File: config.mk
export PLATFORM = sky130hd
export DESIGN_NAME = mipo_front
export DESIGN_NICKNAME = d
export VERILOG_FILES = /design/src/mipo_pkg.sv /design/src/mipo_front.sv
export SDC_FILE = /design/constraint.sdc
export NUM_CORES = 1
export LEC_CHECK = 0
export BUFFER_PORTS_ARGS = -buffer_cell sky130_fd_sc_hd__buf_2
export CAP_MARGIN = 10
export CELL_PAD_IN_SITES_DETAIL_PLACEMENT = 2
export CELL_PAD_IN_SITES_GLOBAL_PLACEMENT = 2
export CORE_MARGIN = 2
export CORE_UTILIZATION = 39
export CTS_BUF_LIST = sky130_fd_sc_hd__clkbuf_4 sky130_fd_sc_hd__clkbuf_8
export DETAILED_ROUTE_END_ITERATION = 10
export GPL_TIMING_DRIVEN = 0
export PLACE_DENSITY = 0.83
export SLEW_MARGIN = 0
export SYNTH_ARGS = -nofsm -noshare
export SYNTH_HDL_FRONTEND = slang
export SYNTH_SLANG_ARGS = --single-unit
File: constraint.sdc
create_clock -name clk -period 4.4 [get_ports clk]
set_input_delay 0.44 -clock clk [delete_from_list [all_inputs] [get_ports clk]]
set_output_delay 0.44 -clock clk [all_outputs]
set_load 0.02 [all_outputs]
File: src/mipo_pkg.sv
`default_nettype none
package mipo_pkg;

	localparam int IQ_DEPTH = 4;
	localparam int OQ_DEPTH = 4;
	localparam int OQ_CNT_W = $clog2(OQ_DEPTH + 1);

	localparam int CFG_IDX_W  = 2;
	localparam int CFG_DATA_W = 13;

	localparam logic [CFG_IDX_W-1:0] REG_PLANE_WIDTH  = 2'd0;
	localparam logic [CFG_IDX_W-1:0] REG_PLANE_HEIGHT = 2'd1;
	localparam logic [CFG_IDX_W-1:0] REG_SLICE_COUNT  = 2'd2;

	localparam logic [7:0] TRACE_RED = 8'd255;

	// per-voxel classification made by the front end
	typedef struct packed {
		logic first;       // first slice: overwrite the pixel
		logic emit;        // last slice: pixel is complete
		logic frame_last;  // final pixel of the image
		logic mask;
	} flags_t;

	typedef struct packed {
		logic [7:0] red;
		logic [7:0] green;
		logic [7:0] blue;
		logic       frame_last;
	} pix_t;

endpackage
`default_nettype wire

File: src/mipo_front.sv
`default_nettype none
module mipo_front
	import mipo_pkg::*;
#(
	parameter int MAX_WIDTH  = 1024,
	parameter int MAX_HEIGHT = 1024,
	parameter int MAX_SLICES = 4096,
	parameter int AW         = 20
) (
	input  wire logic                  clk,
	input  wire logic                  arst_n,
	input  wire logic                  cfg_valid,
	input  wire logic [CFG_IDX_W-1:0]  cfg_index,
	input  wire logic [CFG_DATA_W-1:0] cfg_data,
	input  wire logic                  in_valid,
	input  wire logic [7:0]            voxel,
	input  wire logic                  trace_mask,
	input  wire logic                  q_full,
	output logic                       q_push,
	output logic      [AW-1:0]         q_addr,
	output logic      [7:0]            q_voxel,
	output flags_t                     q_flags
);

	localparam int CW = MAX_WIDTH > 1 ? $clog2(MAX_WIDTH) : 1;
	localparam int RW = MAX_HEIGHT > 1 ? $clog2(MAX_HEIGHT) : 1;
	localparam int SW = MAX_SLICES > 1 ? $clog2(MAX_SLICES) : 1;

	localparam logic [CW-1:0] RST_W_LAST = CW'((MAX_WIDTH < 1024 ? MAX_WIDTH : 1024) - 1);
	localparam logic [RW-1:0] RST_H_LAST = RW'((MAX_HEIGHT < 1024 ? MAX_HEIGHT : 1024) - 1);

	logic [CW-1:0] w_last_q;
	logic [RW-1:0] h_last_q;
	logic [SW-1:0] s_last_q;
	logic [CW-1:0] col_q;
	logic [RW-1:0] row_q;
	logic [SW-1:0] slice_q;
	logic [AW-1:0] row_base_q;
	logic          accept;
	logic          cfg_hit;
	logic          last_col;
	logic          last_row;
	logic          last_slice;

	assign accept     = in_valid && !q_full;
	assign last_col   = (col_q == w_last_q);
	assign last_row   = (row_q == h_last_q);
	assign last_slice = (slice_q == s_last_q);

	always_comb begin
		unique case (cfg_index)
			REG_PLANE_WIDTH, REG_PLANE_HEIGHT, REG_SLICE_COUNT: cfg_hit = cfg_valid;
			default:                                            cfg_hit = 1'b0;
		endcase
	end

	// registers hold the clamped last index; zero acts as one
	always_ff @(posedge clk or negedge arst_n) begin
		if (!arst_n) begin
			w_last_q <= RST_W_LAST;
			h_last_q <= RST_H_LAST;
			s_last_q <= '0;
		end else if (cfg_valid) begin
			unique case (cfg_index)
				REG_PLANE_WIDTH: begin
					if (cfg_data[10:0] == 11'd0) begin
						w_last_q <= '0;
					end else if (32'(cfg_data[10:0]) > 32'(MAX_WIDTH)) begin
						w_last_q <= CW'(MAX_WIDTH - 1);
					end else begin
						w_last_q <= CW'(cfg_data[10:0] - 11'd1);
					end
				end
				REG_PLANE_HEIGHT: begin
					if (cfg_data[10:0] == 11'd0) begin
						h_last_q <= '0;
					end else if (32'(cfg_data[10:0]) > 32'(MAX_HEIGHT)) begin
						h_last_q <= RW'(MAX_HEIGHT - 1);
					end else begin
						h_last_q <= RW'(cfg_data[10:0] - 11'd1);
					end
				end
				REG_SLICE_COUNT: begin
					if (cfg_data == 13'd0) begin
						s_last_q <= '0;
					end else if (32'(cfg_data) > 32'(MAX_SLICES)) begin
						s_last_q <= SW'(MAX_SLICES - 1);
					end else begin
						s_last_q <= SW'(cfg_data - 13'd1);
					end
				end
				default: begin
				end
			endcase
		end
	end

	// raster position; row base steps by the store's row pitch
	always_ff @(posedge clk or negedge arst_n) begin
		if (!arst_n) begin
			col_q      <= '0;
			row_q      <= '0;
			slice_q    <= '0;
			row_base_q <= '0;
		end else if (cfg_hit) begin
			col_q      <= '0;
			row_q      <= '0;
			slice_q    <= '0;
			row_base_q <= '0;
		end else if (accept) begin
			if (!last_col) begin
				col_q <= col_q + CW'(1);
			end else begin
				col_q <= '0;
				if (!last_row) begin
					row_q      <= row_q + RW'(1);
					row_base_q <= row_base_q + AW'(MAX_WIDTH);
				end else begin
					row_q      <= '0;
					row_base_q <= '0;
					slice_q    <= last_slice ? '0 : slice_q + SW'(1);
				end
			end
		end
	end

	assign q_push   = accept;
	assign q_addr   = row_base_q + AW'(col_q);
	assign q_voxel  = voxel;

	always_comb begin
		q_flags.first      = (slice_q == '0);
		q_flags.emit       = last_slice;
		q_flags.frame_last = last_col && last_row;
		q_flags.mask       = trace_mask;
	end

endmodule
`default_nettype wire

# Yosys cells after proc, flatten, opt, wreduce, memory -nomap -nowiden

Cells that the tools add are included.
Widths: inputs -> output; s select.

$add $sub $neg: 7
Reductions and logical operators: 16
Eq/ne operators: 5
Order comparisons: 2
Mux-type cells: 21

Operators with widths:

| operator               | count |
|---|---|
| $mux 10                | 9 |
| $mux 12                | 7 |
| $mux 20                | 4 |
| $add 10x1->10 const B  | 2 |
| $add 20x10->20         | 1 |
| $add 20x11->20 const B | 1 |
| $eq 10x10->1           | 2 |
| $gt 13x13->1 const B   | 1 |
| $logic_not 13->1       | 1 |
| $add 12x1->12 const B  | 1 |
| $eq 12x12->1           | 1 |
| $logic_not 12->1       | 1 |
| $sub 12x1->12 const B  | 1 |
| $gt 11x11->1 const B   | 1 |
| $logic_not 11->1       | 1 |
| $sub 10x1->10 const B  | 1 |
| $reduce_and 2->1       | 4 |
| $reduce_bool 2->1      | 3 |
| $reduce_and 3->1       | 1 |
| $reduce_or 3->1        | 1 |
| $eq 2x1->1 const B     | 1 |
| $eq 2x2->1 const B     | 1 |
| $logic_and 1x1->1      | 2 |
| $logic_not 2->1        | 1 |
| other kinds (2)        | 2 |

Input bits: 29
Bits in registers: 84
Word-level logic and storage cells: 58
Output and inout bits: 33

# Longest topological paths before layout

Word-level depth: 6
Mapped depth: 8

# Worst setup path after synthesis

No wires, ideal clock.

Path type: register -> output
Start point: register h_last_q[4]
End point: output q_flags[1] (netlist name)
Arrival time: 1.853 ns
Buffers on the path: 2
Stages on the path, launching flop included: 7
Data required time: 3.960 ns
Slack: 2.107 ns
Cell sequence: dfstp_2 xnor2_1 nand4_1 nor4_4 buf_2 clkbuf_1 and2_1

RTL lines:

| element                  | line             | RTL |
|---|---|---|
| start: declaration       | mipo_front.sv:33 | `logic [RW-1:0] h_last_q;` |
| start signal: assignment | mipo_front.sv:78 | `h_last_q <= RW'(MAX_HEIGHT - 1);` |
| start signal: assignment | mipo_front.sv:80 | `h_last_q <= RW'(cfg_data[10:0] - 11'd1);` |
| end: declaration         | mipo_front.sv:22 | `output flags_t q_flags` |

==> results.txt <==
----------------------------------------------------
[Cells and area]
  Fin nets ... 608
  Inserted Diodes ... 0
  Leading cell type in the layout, fill and taps excluded ... nand2_1
  Share of layout cells above drive strength 1 ... 21.66%
  Area overhead of the layout relative to synthesis ... 15.89%
  FF/Latch Area ... around 1900 sq um
  Final Util ... between 40% and 50%
  Footprint of the multi-input gates ... 2361 sq um
  Fillcell total ... about 1300
  Highest-count cells in the layout ignoring fill and taps ... nand2_1 (68), dfrtp_1 (54), buf_2 (53), o21ai_0 (53), nor2_1 (35)

[Timing]
  Maximum clock frequency ... 311.4 MHz
  Setup repair after global routing missed its margin ... no
  Post-Route Skew ... between 10 and 15 ps
  Hold Slack ... 421.8 ps
  Transition time at the pin with the least slew margin ... 1098 ps
  Aggregate negative setup slack ... 0 ps
  Number of max-slew violations in the final report ... 0
  Slew headroom ... a little over a quarter
  Final critical-path required period ... about 3200 ps
  Number of endpoints failing setup at the final stage ... 0
  Portion of the clock cycle consumed by the worst path in the final layout ... 72.99%
  Final hold violation count ... 0

[Critical path]
  Crit path max fanout ... 10
  Arrival time at the worst endpoint ... 2770 ps
  Kind of start point of the critical path ... flip-flop
  Critical path required time ... a little under 4000 ps
  Register-to-Register Path Depth ... 7
  Worst flop-to-flop path endpoint ... slice_q[5]$_DFFE_PN0P_
  Capturing element type of the critical path ... output port
  Minimum setup slack among reg-to-reg paths ... 1860 ps
  Startpoint of the most critical register-to-register path ... slice_q[8]$_DFFE_PN0P_
  Type of the worst setup path ... flip-flop to output port

[Yosys]
  Share of synthesized flip-flops with an asynchronous set or reset ... 100.0%
  Count of warnings emitted by yosys ... 0
  Distinct cell type count after synthesis ... 53
  Seq/Total Area, Yosys ... between 40% and 50%
  Number of nets produced by synthesis ... 543
  Synthesized area ... approximately 4500 sq um
  Number of flops mapped to enable cells by yosys ... 0
  Predominant post-synthesis flop cell ... dfrtp_1
  Number of synthesized register bits ... 74
  Average size of a mapped cell ... 8.916 sq um
  Synthesized netlist cell count ... 507

[CTS]
  # H-tree levels ... 3
  Clock tree from TritonCTS ... done
  Clock Latency Late Sink ... 380 ps
  Number of CTS-inserted buffers ... 9
  Clock root buffer ... clkbuf_8
  CTS sink count ... 74
  Longest Clk Path Bufs ... 2
  Clock-pin slew on the worst setup and hold paths ... 90 ps

[Die]
  I/O pin count ... 62
  Placeable Area ... 11370 sq um
  # rows ... 39
  Die Span Y ... around 110 um
  Die span in x ... approximately 110 um
  Area of the die ... 12470 sq um
  Initial core utilization ... around 40%

[GRT]
  Antenna violations before repair ... 0
  Total GRT Usage ... between 20% and 30%
  Wire length of the first global-routing pass ... roughly 24 mm
  Via count of the first global-routing pass ... 4487
  Pin count of the biggest net entering global routing ... 57
  Global route total overflow ... 0

[Pwr]
  Leak pwr ... about 2.2 nW
  Power density over cell area ... 334.8 nW/um^2
  Peak supply drop ... 0.2990 mV

[Placed design]
  Sum of net half-perimeters after detailed placement ... approximately 10 mm
  Number of buffer cells added on primary ports ... 52
  GPL Wtd Cong ... 0.7809

[Min path]
  Number of cells on the worst hold path ... 3
  Worst hold path type ... primary input to flip-flop
  Hold endpoint ... s_last_q[9]$_DFFE_PN0P_
  Hold Path Origin ... cfg_data[12]

[Flow run]
  Max capacitance violation total ... 0

[Routing]
  Pre-Repair DR Iteration Count ... 4
  Total wire length ... ~14 mm
  Detailed-route wire length per cell ... 19.65 um
  Count of antenna-violating nets left after detailed routing ... 0
  Routed via count ... approximately 4000
  Via-to-Cell Ratio ... 5.550
  DR iter-0 viols ... 139
  DRC violations left ... 0

[Run status]
  Status ... completed

----------------------------------------------------
## what timing repair did
| item | in CTS | in global routing |
|---|---|---|
| hold endpoints to repair | 18 | 0 |
| hold buffers | 1 | 0 |
| buffers inserted | 0 | 0 |
| gates resized for setup | 0 | 0 |
## registers in the layout, indices dropped and copies added (netlist names)
register,flops
row_q,10
h_last_q,10
w_last_q,10
row_base_q,10
slice_q,12
col_q,10
s_last_q,12
## worst max-delay path by stage
stage                 end                     from  slack, ps  cells after the start
6_report       q_flags[1]  h_last_q[6]$_DFFE_PN1P_       1190                      7
3_3_place_gp   q_flags[1]  h_last_q[3]$_DFFE_PN1P_       1690                      7
5_1_grt        q_flags[1]     row_q[6]$_DFFE_PN0P_        940                      7
2_1_floorplan  q_flags[1]  h_last_q[4]$_DFFE_PN1P_       2110                      6
3_5_place_dp   q_flags[1]  h_last_q[4]$_DFFE_PN1P_       1600                      7
4_1_cts        q_flags[1]  h_last_q[6]$_DFFE_PN1P_       1120                      7
## critical path, cell delays in order (launching register included)
cell and delay, ps:
dfstp_2 560, xnor2_1 140, nand4_1 180, nor4_4 440
buf_2 330, clkbuf_1 400, and2_1 190, buf_2 160
## metal layers
layer  track usage (%)  part of all wire (%)  vias to the layer above
met4             6.420                   1.4                        0
li1                  -                     -                     1873
met3             4.464                   2.2                       17
met1             30.90                    44                     2053
met5                 0                     0                        -
met2             42.63                    52                       53
## power by group
part,switching [mW],total [mW],internal [mW]
registers,0.0545,0.812,0.758
clock network,0.290,0.666,0.376
logic,0.163,0.275,0.112
## logic make-up after synthesis
kind of cell               Yosys count  share of synthesized area [%]
and+or+nand+nor                    214                          26.27
AOI/OAI and AO/OA                  109                          14.20
DFF                                 74                          41.52
buffers and inverters               56                          6.255
xor gates and xnor gates            45                          9.383
adders and majority gates            7                          1.937
muxes                                2                         0.4429
## synth_stat cells (2+ instances only)
cell / count / area [sq um]
a21oi_1: 23 / 115.1
a22o_1: 10 / 87.58
a31oi_1: 3 / 18.77
and2_1: 6 / 37.54
and3_1: 14 / 87.58
buf_2: 2 / 10.01
buf_4: 13 / 97.59
clkbuf_1: 32 / 120.1
dfrtp_1: 54 / 1351
dfstp_2: 20 / 525.5
ha_1: 7 / 87.58
inv_1: 6 / 22.52
mux2i_1: 2 / 20.02
nand2_1: 68 / 255.2
nand2b_1: 7 / 43.79
nand3_1: 16 / 80.08
nand3b_1: 11 / 82.58
nand4_1: 12 / 75.07
nand4_4: 2 / 42.54
nor2_1: 35 / 131.4
nor2b_1: 5 / 31.28
nor3_1: 6 / 30.03
nor4_1: 5 / 31.28
nor4_4: 2 / 42.54
o211ai_1: 3 / 22.52
o21ai_0: 53 / 265.3
o311ai_0: 2 / 17.52
o31ai_1: 10 / 75.07
or2_2: 3 / 18.77
or3_1: 6 / 37.54
or3b_1: 4 / 35.03
or4_1: 2 / 15.01
xnor2_1: 34 / 297.8
xnor2_2: 4 / 65.06
xor2_1: 7 / 61.31
## metrics by stage
stage | worst slack (ps) | cells | total power [mW] | area (sq um)
2_1_floorplan | 2107 | 507 | 0.9915 | 4521
3_3_place_gp | 1688 | 702 | 1.071 | 4960
3_5_place_dp | 1598 | 703 | 1.096 | 4990
4_1_cts | 1120 | 720 | 1.767 | 5239
5_1_grt | 937.0 | 720 | 1.829 | 5239
6_report | 1189 | 720 | 1.754 | 5239
## cell type report
class | instances | share of cell area, %
repair buffers | 54 | 5.732
clock buffers | 9 | 2.364
flip-flops and latches | 74 | 35.83
clock inverters | 7 | 2.197
multi-input cells | 377 | 45.07
plain buffers | 50 | 4.968
well taps | 143 | 3.415
inverters | 6 | 0.4299
Note: power is estimated with default switching activity, not from simulation.
