$ cat src/mipo_fifo.sv
`default_nettype none
module mipo_fifo #(
	parameter int WIDTH = 8,
	parameter int DEPTH = 4
) (
	input  wire logic                           clk,
	input  wire logic                           arst_n,
	input  wire logic                           push,
	input  wire logic [WIDTH-1:0]               din,
	output logic                                full,
	input  wire logic                           pop,
	output logic      [WIDTH-1:0]               dout,
	output logic                                empty,
	output logic      [$clog2(DEPTH + 1)-1:0]   count
);

	localparam int PW = DEPTH > 1 ? $clog2(DEPTH) : 1;
	localparam int CW = $clog2(DEPTH + 1);

	logic [WIDTH-1:0] mem_q [DEPTH];
	logic [PW-1:0]    wr_ptr_q;
	logic [PW-1:0]    rd_ptr_q;
	logic [CW-1:0]    count_q;

	function automatic logic [PW-1:0] next_ptr(input logic [PW-1:0] p);
		if (p == PW'(DEPTH - 1)) begin
			return '0;
		end
		return p + PW'(1);
	endfunction

	always_ff @(posedge clk) begin
		if (push) begin
			mem_q[wr_ptr_q] <= din;
		end
	end

	always_ff @(posedge clk or negedge arst_n) begin
		if (!arst_n) begin
			wr_ptr_q <= '0;
			rd_ptr_q <= '0;
			count_q  <= '0;
		end else begin
			if (push) begin
				wr_ptr_q <= next_ptr(wr_ptr_q);
			end
			if (pop) begin
				rd_ptr_q <= next_ptr(rd_ptr_q);
			end
			case ({push, pop})
				2'b10:   count_q <= count_q + CW'(1);
				2'b01:   count_q <= count_q - CW'(1);
				default: count_q <= count_q;
			endcase
		end
	end

	assign dout  = mem_q[rd_ptr_q];
	assign empty = (count_q == '0);
	assign full  = (count_q == CW'(DEPTH));
	assign count = count_q;

endmodule
`default_nettype wire

$ cat config.mk
export PLATFORM = sky130hd
export DESIGN_NAME = mipo_fifo
export DESIGN_NICKNAME = d
export VERILOG_FILES = /design/src/mipo_fifo.sv
export SDC_FILE = /design/constraint.sdc
export NUM_CORES = 1
export LEC_CHECK = 0
export ABC_AREA = 1
export BUFFER_PORTS_ARGS = -buffer_cell sky130_fd_sc_hd__buf_4
export CORE_MARGIN = 2
export CORE_UTILIZATION = 32
export CTS_BUF_LIST = sky130_fd_sc_hd__clkbuf_4 sky130_fd_sc_hd__clkbuf_8 sky130_fd_sc_hd__clkbuf_16
export DETAILED_ROUTE_END_ITERATION = 12
export PLACE_DENSITY = 0.6
export SLEW_MARGIN = 10
export SYNTH_ARGS = -nofsm -noshare
export SYNTH_HDL_FRONTEND = slang
export SYNTH_SLANG_ARGS = --single-unit
$ cat constraint.sdc
create_clock -name clk -period 1.7 [get_ports clk]
set_clock_uncertainty 0.15 [all_clocks]
set_input_delay 0.34 -clock clk [delete_from_list [all_inputs] [get_ports clk]]
set_output_delay 0.34 -clock clk [all_outputs]
set_load 0.005 [all_outputs]
Word-level counts from Yosys, hierarchy flattened
Memories as Yosys holds them, arrays and structs flattened.
Cells that the tools add are included.
- bitwise logic cells: 0
- muxes and demuxes: 11
- reductions and logical operators: 2
- divide/modulo/power cells: 0
- equal/unequal tests: 5
- order comparisons: 0
- multipliers: 0
- $add $sub $neg: 4
- shift-type cells: 0
- operators by type and width (operator ; number):
    $mux W2 ; 4
    $eq A2 B2 Y1 const B ; 3
    $mux W1 ; 6
    $pmux W3 S2 ; 1
    $add A2 B1 Y2 const B ; 2
    $add A3 B1 Y3 const B ; 1
    $eq A3 B3 Y1 const B ; 1
    $logic_not A3 Y1 ; 1
    $sub A3 B1 Y3 const B ; 1
    $eq A2 B1 Y1 const B ; 1
    $reduce_bool A2 Y1 ; 1
- register bits: 7
- ROM bits: 0
- memories kept: 1
- bits in latches: 0
- output and inout bits: 13
- word-level logic and storage cells: 26
- bits of input ports: 12
- RAM bits: 32
- memory list (name ; depth ; width ; read ports ; clocked after Yosys merged registers in ; write ports ; RTL line ; RTL):
    mem_q ; 4 ; 8 ; 1 ; 0 ; 1 ; 20 ; logic [WIDTH-1:0] mem_q [DEPTH];

Logic depth before layout (Yosys ltp)
Gate-level depths: netlist of run 1.
- word-level depth: 4
- gate-level depth with buffers: 10
- gate-level depth less buffers: 9

Worst setup path before layout of run 1
OpenSTA, ideal clock, no wires.
- path type: input to register
- start: input port push
- end: register count_q[2] (netlist: count[2])
- arrival: 1349 ps
- buffers on the path: 1
- library setup time: 117 ps
- cell stages on the path: 9
- required time: 1433 ps
- path slack: 84 ps
- path through: buf_2 > inv_1 > ha_1 > inv_1 > fa_1 > nand2_1 > nand3_1 > nand2_1 > nand2_1
- cells in the longest elaborated chain, start to end: 2
- elaborated cells between the ends (all ways): 4
- classes of those cells: eq/ne: 2; mux: 1; reduce/logical: 1
- ends and longest elaborated chain (what ; RTL line ; RTL):
    start: declaration ; 8 ; input wire logic push,
    $eq A2 B1 Y1 or $eq A2 B2 Y1 (tied branches) ; 50 ; case ({push, pop})
    $pmux W3 S2 or $reduce_bool A2 Y1 (tied branches) ; - ;
    end signal: assignment ; 51 ; 2'b10: count_q <= count_q + CW'(1);
    end signal: assignment ; 52 ; 2'b01: count_q <= count_q - CW'(1);
    end signal: assignment ; 53 ; default: count_q <= count_q;
    end: declaration ; 23 ; logic [CW-1:0] count_q;
Parallel ways exist; a longest one is shown, timed or not.
A chain may end at the register's enable or synchronous reset.

Worst setup path in the final report of run 1
- start: register rd_ptr_q[0]
- end: output port dout[2]
- cells in the longest elaborated chain, start to end: 1
- ends and longest elaborated chain (what ; RTL line ; RTL):
    start: declaration ; 22 ; logic [PW-1:0] rd_ptr_q;
    start signal: assignment ; 48 ; rd_ptr_q <= next_ptr(rd_ptr_q);
    $mem_v2 Z4 W8 ; - ;
    end: declaration ; 12 ; output logic [WIDTH-1:0] dout,
No other way between the ends.

==> results of run 1 <==
## what timing repair did
item,in CTS,in global routing
endpoints found under the hold margin,7,0
pin swaps,2,3
gates resized for setup,2,8
setup endpoints to repair,8,8
gates cloned,1,1
setup buffers,2,0
hold buffers,1,0
## worst reg2reg max path: cells and delay by family, from the launching register on
| family | cells | cell delay [ns] |
|---|---|---|
| adders and majority gates | 1 | 0.44 |
| DFF | 1 | 0.43 |
| and+or+nand+nor | 4 | 0.27 |
| buffers and inverters | 1 | 0.09 |
## power by group through the flow
stage / Clock (µW) / Sequential (µW) / Combinational, µW
global route: 653 / 1420 / 1480
floorplan: 0 / 1380 / 688
finish: 588 / 1390 / 1330
detailed placement: 0 / 1410 / 1130
CTS: 615 / 1390 / 1250
global placement: 0 / 1400 / 1110
## flip-flops by register name, summed over array words and instances (netlist names)
name      flops
mem_q        32
wr_ptr_q      2
rd_ptr_q      2
count         3
## stage by stage
step,area [µm²],hold slack (ns),TNS (ns)
after floorplan,1710,-0.106,0
after global placement,1970,0.00875,0
after detailed placement,1970,0.00878,0
after CTS,2110,0.0928,-0.856
after global routing,2160,0.0907,-1.37
final,2160,0.103,-0.787
## cells by family after synthesis
kind of cell               synth area share
and+or+nand+nor                      0.0935
adders and majority gates            0.0555
xor gates and xnor gates            0.00511
buffers and inverters                0.0950
AOI/OAI and AO/OA                    0.0877
DFF                                   0.663
## final cells by class
cell class	instances	area, µm²	share of cell area
sequential	39	1140	0.525
clock buffer	6	76.3	0.0353
inverter	31	119	0.0549
timing repair buffer	32	308	0.142
clock inverter	2	12.5	0.00578
tap	70	87.6	0.0405
multi-input combinational	71	424	0.196
## worst paths after layout
kind                                         start                      end  cells past startpoint
max                        rd_ptr_q[0]$_DFFE_PN0P_                  dout[2]                      6
min                                         din[5]    mem_q[0][5]$_DFFE_PP_                      1
max reg2reg                   count[0]$_DFFE_PN0P_     count[2]$_DFFE_PN0P_                      6
min reg2reg                   count[2]$_DFFE_PN0P_     count[2]$_DFFE_PN0P_                      2
max in group asynchronous                   arst_n  rd_ptr_q[1]$_DFFE_PN0P_                      2
min in group asynchronous                   arst_n     count[2]$_DFFE_PN0P_                      2
## cell usage in the layout, fill, tap and decap left out, drive strengths merged
cell type / instances
clkbuf: 7
a21oi: 1
fa: 1
nand3: 1
dlygate4sd3: 1
xnor2: 1
buf: 30
inv: 31
o21ai: 5
nand4: 1
edfxtp: 32
nor2: 1
nand2: 36
clkinv: 1
clkinvlp: 1
nor3: 2
o211ai: 16
ha: 6
dfrtp: 7
## per-layer routing
| metal | vias to the layer above | global-route usage | wire, µm |
|---|---|---|---|
| li1 | 553 | - | - |
| met1 | 466 | 0.103 | 1180 |
| met4 | 0 | 0.0536 | 65 |
| met3 | 6 | 0.0376 | 109 |
| met2 | 16 | 0.189 | 1530 |
| met5 | - | 0 | 0 |
==> results.py, run 1 <==
metrics = {
    "timing": {
        "drv_slew": 0,
        "fmax_mhz": 550,
        "min_period_ns": 1.82,
        "fin_crit_sh": 1.07,
        "hold_viol": 0,
        "setup-violations-final": 8,
        "rsz0062_at_grt": "yes",
        "worst_pin_slew_ns": 0.371,
        "slew_headroom": 0.752,
        "timing.final.ws_setup_ns": -0.119,
    },
    "status": {
        "outcome": "finished with violations",
        "violations": "negative setup slack",
    },
    "layout": {
        "n_antenna_cell": 0,
        "area_growth_pct": 26.3,
        "nFillCells": 522,
        "drive_gt1_frac": 0.249,
        "fin_nets": 199,
        "layout.cells.non_filler": 251,
        "finish.utilization": 0.421,
    },
    "grt": {
        "grt_start_max_net_pins": 17,
        "antenna_found_initial": 0,
        "track_usage": 0.104,
        "grt_pass1_wl_mm": 4.55,
        "grt_pass1_vias": 973,
        "grt-ovfl-total": 0,
    },
    "cts": {
        "cts_tree": "yes",
        "cts-buffers-inserted": 5,
        "cts.sinks": 39,
        "path_clk_slew_ns": 0.07,
        "clock_latency_ns": 0.28,
        "htree_levels": 2,
        "cts_buffer_depth": 2,
        "root_buffer": "clkbuf_8",
    },
    "synth": {
        "synth_top_cells_by_area": "edfxtp_1 (56%), dfrtp_1 (10%), nand2_1 (7.9%)",
        "async_flop_share": 0.179,
        "ys_ff_latch": 39,
        "yosysWarningCount": 0,
        "synth_fp_nets": 165,
        "syn-instance-count": 146,
        "ys_top_cells_by_count": "nand2_1 (36), edfxtp_1 (32), inv_1 (29)",
        "syn_avg_cell_area_um2": 11.7,
        "synth-edff-count": 32,
        "yosys.area.top_type": "edfxtp_1",
        "synth_ff_type": "edfxtp_1",
        "synth.most_common_cell": "nand2_1",
        "netlist_area_um2": 1710,
        "yosysTopAreaCellShare": 0.561,
        "seq_area_frac_synth": 0.663,
        "synth_cell_types": 18,
    },
    "critical_path": {
        "critPathTopFamily": "buffers and inverters",
        "slowest_delay_ns": 0.41,
        "crit_buf_inv": 3,
        "regToRegSetupSlack_ns": 0.22,
        "start_kind": "register",
        "critical_path_class": "register to output port",
        "crit_arrival_ns": 1.33,
        "required_ns": 1.21,
        "timing.critical_path.cells": "inv_4 -> clkbuf_16 -> nand2_2 -> o211ai_1 -> nand2_1 -> buf_4",
        "crit_path_end_kind": "output port",
        "crit_fanout": 8,
        "critPathSlowestCell": "dfrtp_1",
    },
    "detailed_routing": {
        "detail-route-antenna-nets": 0,
        "first_pass_iters": 4,
        "wl_per_cell_um": 11.5,
        "drcViolationCount": 0,
        "num_vias": 1041,
        "vias_per_cell": 4.15,
        "wl_mm": 2.88,
        "first_iter_violations": 17,
    },
    "floorplanning": {
        "ios": 25,
        "core_um2": 5140,
        "start_util": 0.333,
        "die_w_um": 77.2,
        "die_area_um2": 5950,
        "rows": 26,
        "fp.dieH_um": 77.2,
    },
    "power_and_ir_drop": {
        "clockPowerShare": 0.178,
        "peakVddDrop_uv": 563,
        "total_power_uw": 3310,
        "p_leak_uw": 0.000962,
        "cellPowerDensity_nw_per_um2": 1530,
        "p_int_uw": 2250,
        "power_switching_uw": 1060,
        "switching_share": 0.321,
        "comb_power_share": 0.401,
        "p_seq_frac": 0.421,
    },
    "run": {
        "maxCapViolCount": 0,
    },
    "placement": {
        "pre_cts_slack_ns": 0.0724,
        "dpl.cell_count": 238,
        "io_buffer_count": 24,
        "dp_hpwl_mm": 1.89,
        "gp_congestion": 0.724,
    },
    "min_path": {
        "hp-class": "input pin to register",
    },
}
No activity file was read; power rests on OpenSTA's default activity.
==> inputs of run 2 (changes only) <==
--- a/config.mk
+++ b/config.mk
@@ -13,4 +13,5 @@
 export DETAILED_ROUTE_END_ITERATION = 12
 export PLACE_DENSITY = 0.6
+export SKIP_LAST_GASP = 1
 export SLEW_MARGIN = 10
 export SYNTH_ARGS = -nofsm -noshare
==> constraint.sdc (replaced) <==
create_clock -name clk -period 1.7 [get_ports clk]
set_clock_uncertainty 0.15 [all_clocks]
set_input_delay 0.17 -clock clk [delete_from_list [all_inputs] [get_ports clk]]
set_output_delay 0.17 -clock clk [all_outputs]
set_load 0.005 [all_outputs]
==> results.py, run 2 (same netlist as run 1, synthesis figures left out) <==
metrics = {
    "placement": {
        "dpl.cell_count": 239,
        "dp_hpwl_mm": 1.91,
        "io_buffer_count": 24,
        "pre_cts_slack_ns": 0.188,
        "gp_congestion": 0.698,
    },
    "timing": {
        "slew_headroom": 0.738,
        "setup-violations-final": 0,
        "hold-worst-slack_ns": 0.00662,
        "timing.final.ws_setup_ns": 0.0556,
        "fin_tns_setup_ns": 0,
        "rsz0062_at_grt": "yes",
        "hold_viol": 0,
        "drv_slew": 0,
        "min_period_ns": 1.64,
        "fmax_mhz": 608,
        "worst_pin_slew_ns": 0.393,
        "fin_crit_sh": 0.967,
    },
    "cts": {
        "path_clk_slew_ns": 0.07,
        "cts_buffer_depth": 2,
        "root_buffer": "clkbuf_8",
        "clock_latency_ns": 0.28,
        "cts_tree": "yes",
        "htree_levels": 2,
        "cts_setup_buffers": 0,
        "cts-buffers-inserted": 5,
        "cts.sinks": 39,
    },
    "floorplanning": {
        "core_um2": 5140,
        "die_w_um": 77.2,
        "fp.dieH_um": 77.2,
        "rows": 26,
        "start_util": 0.333,
        "ios": 25,
        "die_area_um2": 5950,
    },
    "grt": {
        "grt-ovfl-total": 0,
        "grt_start_max_net_pins": 18,
        "grt_pass1_vias": 1036,
        "grt_pass1_wl_mm": 4.66,
        "antenna_found_initial": 0,
        "track_usage": 0.103,
    },
    "layout": {
        "n_antenna_cell": 0,
        "area_growth_pct": 30.4,
        "layout.cells.non_filler": 258,
        "regMostFlops": "mem_q",
        "largest_reg_flops": 32,
        "layout_commonest_cell": "nand2_1",
        "drive_gt1_frac": 0.207,
        "fin_nets": 206,
        "nFillCells": 538,
        "mostFrequentLayoutCells": "nand2_1 (36), edfxtp_1 (32), inv_1 (29)",
    },
    "power_and_ir_drop": {
        "p_leak_uw": 0.000994,
        "cellPowerDensity_nw_per_um2": 1550,
        "comb_power_share": 0.335,
        "clockPowerShare": 0.258,
        "total_power_uw": 3450,
        "peakVddDrop_uv": 765,
        "p_seq_frac": 0.407,
        "switching_share": 0.292,
        "power_switching_uw": 1010,
        "p_int_uw": 2440,
    },
    "critical_path": {
        "crit_buf_inv": 3,
        "critical_path_class": "input pin to register",
        "crit_arrival_ns": 1.71,
        "critPathSlowestCell": "dlygate4sd3_1",
        "slowest_delay_ns": 0.53,
        "crit_path_end_kind": "register",
        "start_kind": "input pin",
        "timing.critical_path.cells": "dlygate4sd3_1 -> buf_4 -> ha_1 -> inv_1 -> fa_2 -> o21ai_1",
        "required_ns": 1.76,
        "crit_fanout": 5,
        "critPathTopFamily": "buffers and inverters",
    },
    "detailed_routing": {
        "vias_per_cell": 4.07,
        "first_pass_iters": 4,
        "drcViolationCount": 0,
        "num_vias": 1051,
        "wl_per_cell_um": 10.5,
        "wl_mm": 2.72,
        "first_iter_violations": 25,
        "detail-route-antenna-nets": 0,
    },
    "status": {
        "outcome": "finished, final reports clean",
    },
    "run": {
        "maxCapViolCount": 0,
    },
    "min_path": {
        "hp-class": "input pin to register",
    },
}
run 2: power by group through the flow:
stage	combinational, µW	sequential [µW]	clock, µW
floorplan	688	1380	0
global placement	1090	1420	0
detailed placement	1110	1420	0
CTS	1130	1410	915
global route	1320	1430	946
finish	1160	1400	890
run 2: path summary, 6_finish.rpt:
path / from / endpoint / slack [ns] / cells after the start
hold reg to reg: wr_ptr_q[0]$_DFFE_PN0P_ / wr_ptr_q[0]$_DFFE_PN0P_ / 0.38 / 1
setup reg to reg: wr_ptr_q[1]$_DFFE_PN0P_ / mem_q[1][3]$_DFFE_PP_ / 0.22 / 4
max in group asynchronous: arst_n / rd_ptr_q[1]$_DFFE_PN0P_ / 1.19 / 2
hold / removal: push / wr_ptr_q[1]$_DFFE_PN0P_ / 0.007 / 3
setup / recovery: pop / count[1]$_DFFE_PN0P_ / 0.06 / 6
min in group asynchronous: arst_n / count[2]$_DFFE_PN0P_ / 0.08 / 2
run 2: cell type report:
cell class	count	area (µm²)	area share
tap	70	87.6	0.0392
timing repair buffer	39	340	0.152
clock buffer	6	76.3	0.0342
clock inverter	2	60.1	0.0269
sequential	39	1140	0.509
inverter	31	116	0.0521
multi-input combinational	71	417	0.187
run 2: timing repair:
item,4_1_cts,5_1_grt
hold buffers,11,0
endpoints found under the hold margin,43,0
endpoints found under the setup margin,0,10
gates resized for setup,0,7
run 2: metrics by stage:
| step | util | cell area (µm²) |
|---|---|---|
| after floorplan | - | 1710 |
| after global placement | 0.382 | 1960 |
| after detailed placement | 0.382 | 1960 |
| after CTS | 0.430 | 2210 |
| after global routing | 0.435 | 2230 |
| final | 0.435 | 2230 |
run 2: worst reg2reg max path, cell delays in order (launching register included):
cell and delay, ns:
dfrtp_1 0.41, inv_1 0.10, ha_1 0.15, nand2_1 0.04, inv_1 0.29
run 2: layer usage:
metal / vias up / track usage / routed length [µm]
met3: 5 / 0.0329 / 136
met4: 0 / 0.0536 / 68
met5: - / 0 / 0
met2: 20 / 0.176 / 1330
met1: 460 / 0.113 / 1190
li1: 566 / - / -
==> inputs of run 3 (changes only) <==
CORE_ASPECT_RATIO = 1.2   (was unset)
CORE_UTILIZATION = 35   (was 32)
PLACE_DENSITY = 0.63   (was 0.6)
==> results.py, run 3 (same netlist as run 1, synthesis figures left out) <==
metrics = {
    "timing": {
        "drv_slew": 0,
        "min_period_ns": 1.64,
        "slew_headroom": 0.734,
        "rsz0062_at_grt": "yes",
        "worst_pin_slew_ns": 0.399,
        "hold_viol": 0,
        "fin_crit_sh": 0.964,
        "setup-violations-final": 0,
        "fmax_mhz": 610,
        "fin_tns_setup_ns": 0,
    },
    "cts": {
        "root_buffer": "clkbuf_8",
        "cts_buffer_depth": 2,
        "cts.sinks": 39,
        "htree_levels": 2,
        "clock_latency_ns": 0.29,
        "path_clk_slew_ns": 0.07,
        "cts-buffers-inserted": 5,
        "cts_tree": "yes",
    },
    "critical_path": {
        "crit_arrival_ns": 1.70,
        "crit_path_end_kind": "register",
        "timing.critical_path.cells": "dlygate4sd3_1 -> buf_4 -> ha_2 -> inv_1 -> fa_2 -> o21ai_0",
        "critPathSlowestCell": "dlygate4sd3_1",
        "crit_fanout": 5,
        "critPathTopFamily": "buffers and inverters",
        "crit_buf_inv": 3,
        "start_kind": "input pin",
        "slowest_delay_ns": 0.53,
        "required_ns": 1.76,
        "critical_path_class": "input pin to register",
    },
    "detailed_routing": {
        "num_vias": 1091,
        "vias_per_cell": 4.42,
        "drcViolationCount": 0,
        "detail-route-antenna-nets": 0,
        "wl_mm": 2.92,
        "first_pass_iters": 3,
        "wl_per_cell_um": 11.8,
        "first_iter_violations": 14,
    },
    "floorplanning": {
        "rows": 27,
        "fp.dieH_um": 80.6,
        "die_area_um2": 5470,
        "ios": 25,
        "die_w_um": 67.9,
        "start_util": 0.367,
        "core_um2": 4660,
    },
    "grt": {
        "track_usage": 0.124,
        "grt-ovfl-total": 0,
        "grt_start_max_net_pins": 18,
        "antenna_found_initial": 0,
        "grt_pass1_wl_mm": 4.79,
        "grt_pass1_vias": 1062,
    },
    "placement": {
        "gp_congestion": 0.715,
        "io_buffer_count": 24,
        "placed_cell_area_um2": 1950,
        "dp_hpwl_mm": 1.99,
    },
    "min_path": {
        "hp-class": "input pin to register",
    },
    "layout": {
        "design_area_um2": 2180,
        "mostFrequentLayoutCells": "nand2_1 (36), edfxtp_1 (32), inv_1 (29)",
        "n_antenna_cell": 0,
        "regMostFlops": "mem_q",
        "area_growth_pct": 27.0,
        "fin_nets": 207,
        "layout_commonest_cell": "nand2_1",
        "largest_reg_flops": 32,
        "drive_gt1_frac": 0.217,
    },
    "status": {
        "outcome": "finished, final reports clean",
    },
    "power_and_ir_drop": {
        "p_leak_uw": 0.000973,
        "cellPowerDensity_nw_per_um2": 1450,
        "peakVddDrop_uv": 788,
    },
    "run": {
        "maxCapViolCount": 0,
    },
}
==> run 3: power by group <==
group	total, µW	internal, µW	switching (µW)
Combinational	1160	565	596
Sequential	1400	1270	129
Clock	586	280	306
Total	3150	2120	1030
==> run 3: timing repair <==
| action | CTS | global route |
|---|---|---|
| gates resized for setup | 0 | 7 |
| setup buffers | 0 | 0 |
| hold endpoints to repair | 43 | 0 |
| endpoints found under the setup margin | 0 | 9 |
| hold buffers | 12 | 0 |
==> run 3: area by class of cell <==
type / instances / area (µm²)
tap: 58 / 72.6
clock inverter: 3 / 15.0
fill: 451 / 2490
inverter: 31 / 116
multi-input combinational: 71 / 419
sequential: 39 / 1140
clock buffer: 5 / 68.8
timing repair buffer: 40 / 347
==> run 3: worst reg2reg max path, stage by stage (launching register included) <==
cell and delay [ns]:
dfrtp_1 0.41, inv_1 0.11, ha_1 0.15, nand2_1 0.04, inv_1 0.27
==> run 3: worst paths after layout <==
check                                         from                       to  slack [ns]  cells after the start
max                                            pop     count[1]$_DFFE_PN0P_        0.06                      6
min                                           push  wr_ptr_q[0]$_DFFE_PN0P_        0.06                      4
max reg2reg                wr_ptr_q[1]$_DFFE_PN0P_    mem_q[1][3]$_DFFE_PP_        0.24                      4
min reg2reg                wr_ptr_q[0]$_DFFE_PN0P_  wr_ptr_q[0]$_DFFE_PN0P_        0.37                      1
max in group asynchronous                   arst_n  rd_ptr_q[1]$_DFFE_PN0P_        1.18                      2
min in group asynchronous                   arst_n     count[2]$_DFFE_PN0P_        0.08                      2
==> run 3: layer usage <==
layer	global-route usage	vias up	wire length (µm)	part of all wire
met2	0.212	16	1530	0.52
met1	0.135	499	1220	0.42
met5	0	-	0	0
li1	-	570	-	-
met3	0.0252	6	98	0.034
met4	0.0840	0	70	0.024
==> run 3: through the flow <==
step	hold WS, ns	utilization	power, µW	setup slack, ns	instances
floorplan	-0.276	-	2070	0.254	146
global placement	-0.159	0.418	2520	0.223	227
detailed placement	-0.159	0.418	2540	0.195	227
CTS	0.0600	0.462	3160	0.00687	247
global route	0.0873	0.467	3410	-0.0397	247
finish	0.0637	0.467	3150	0.0610	247
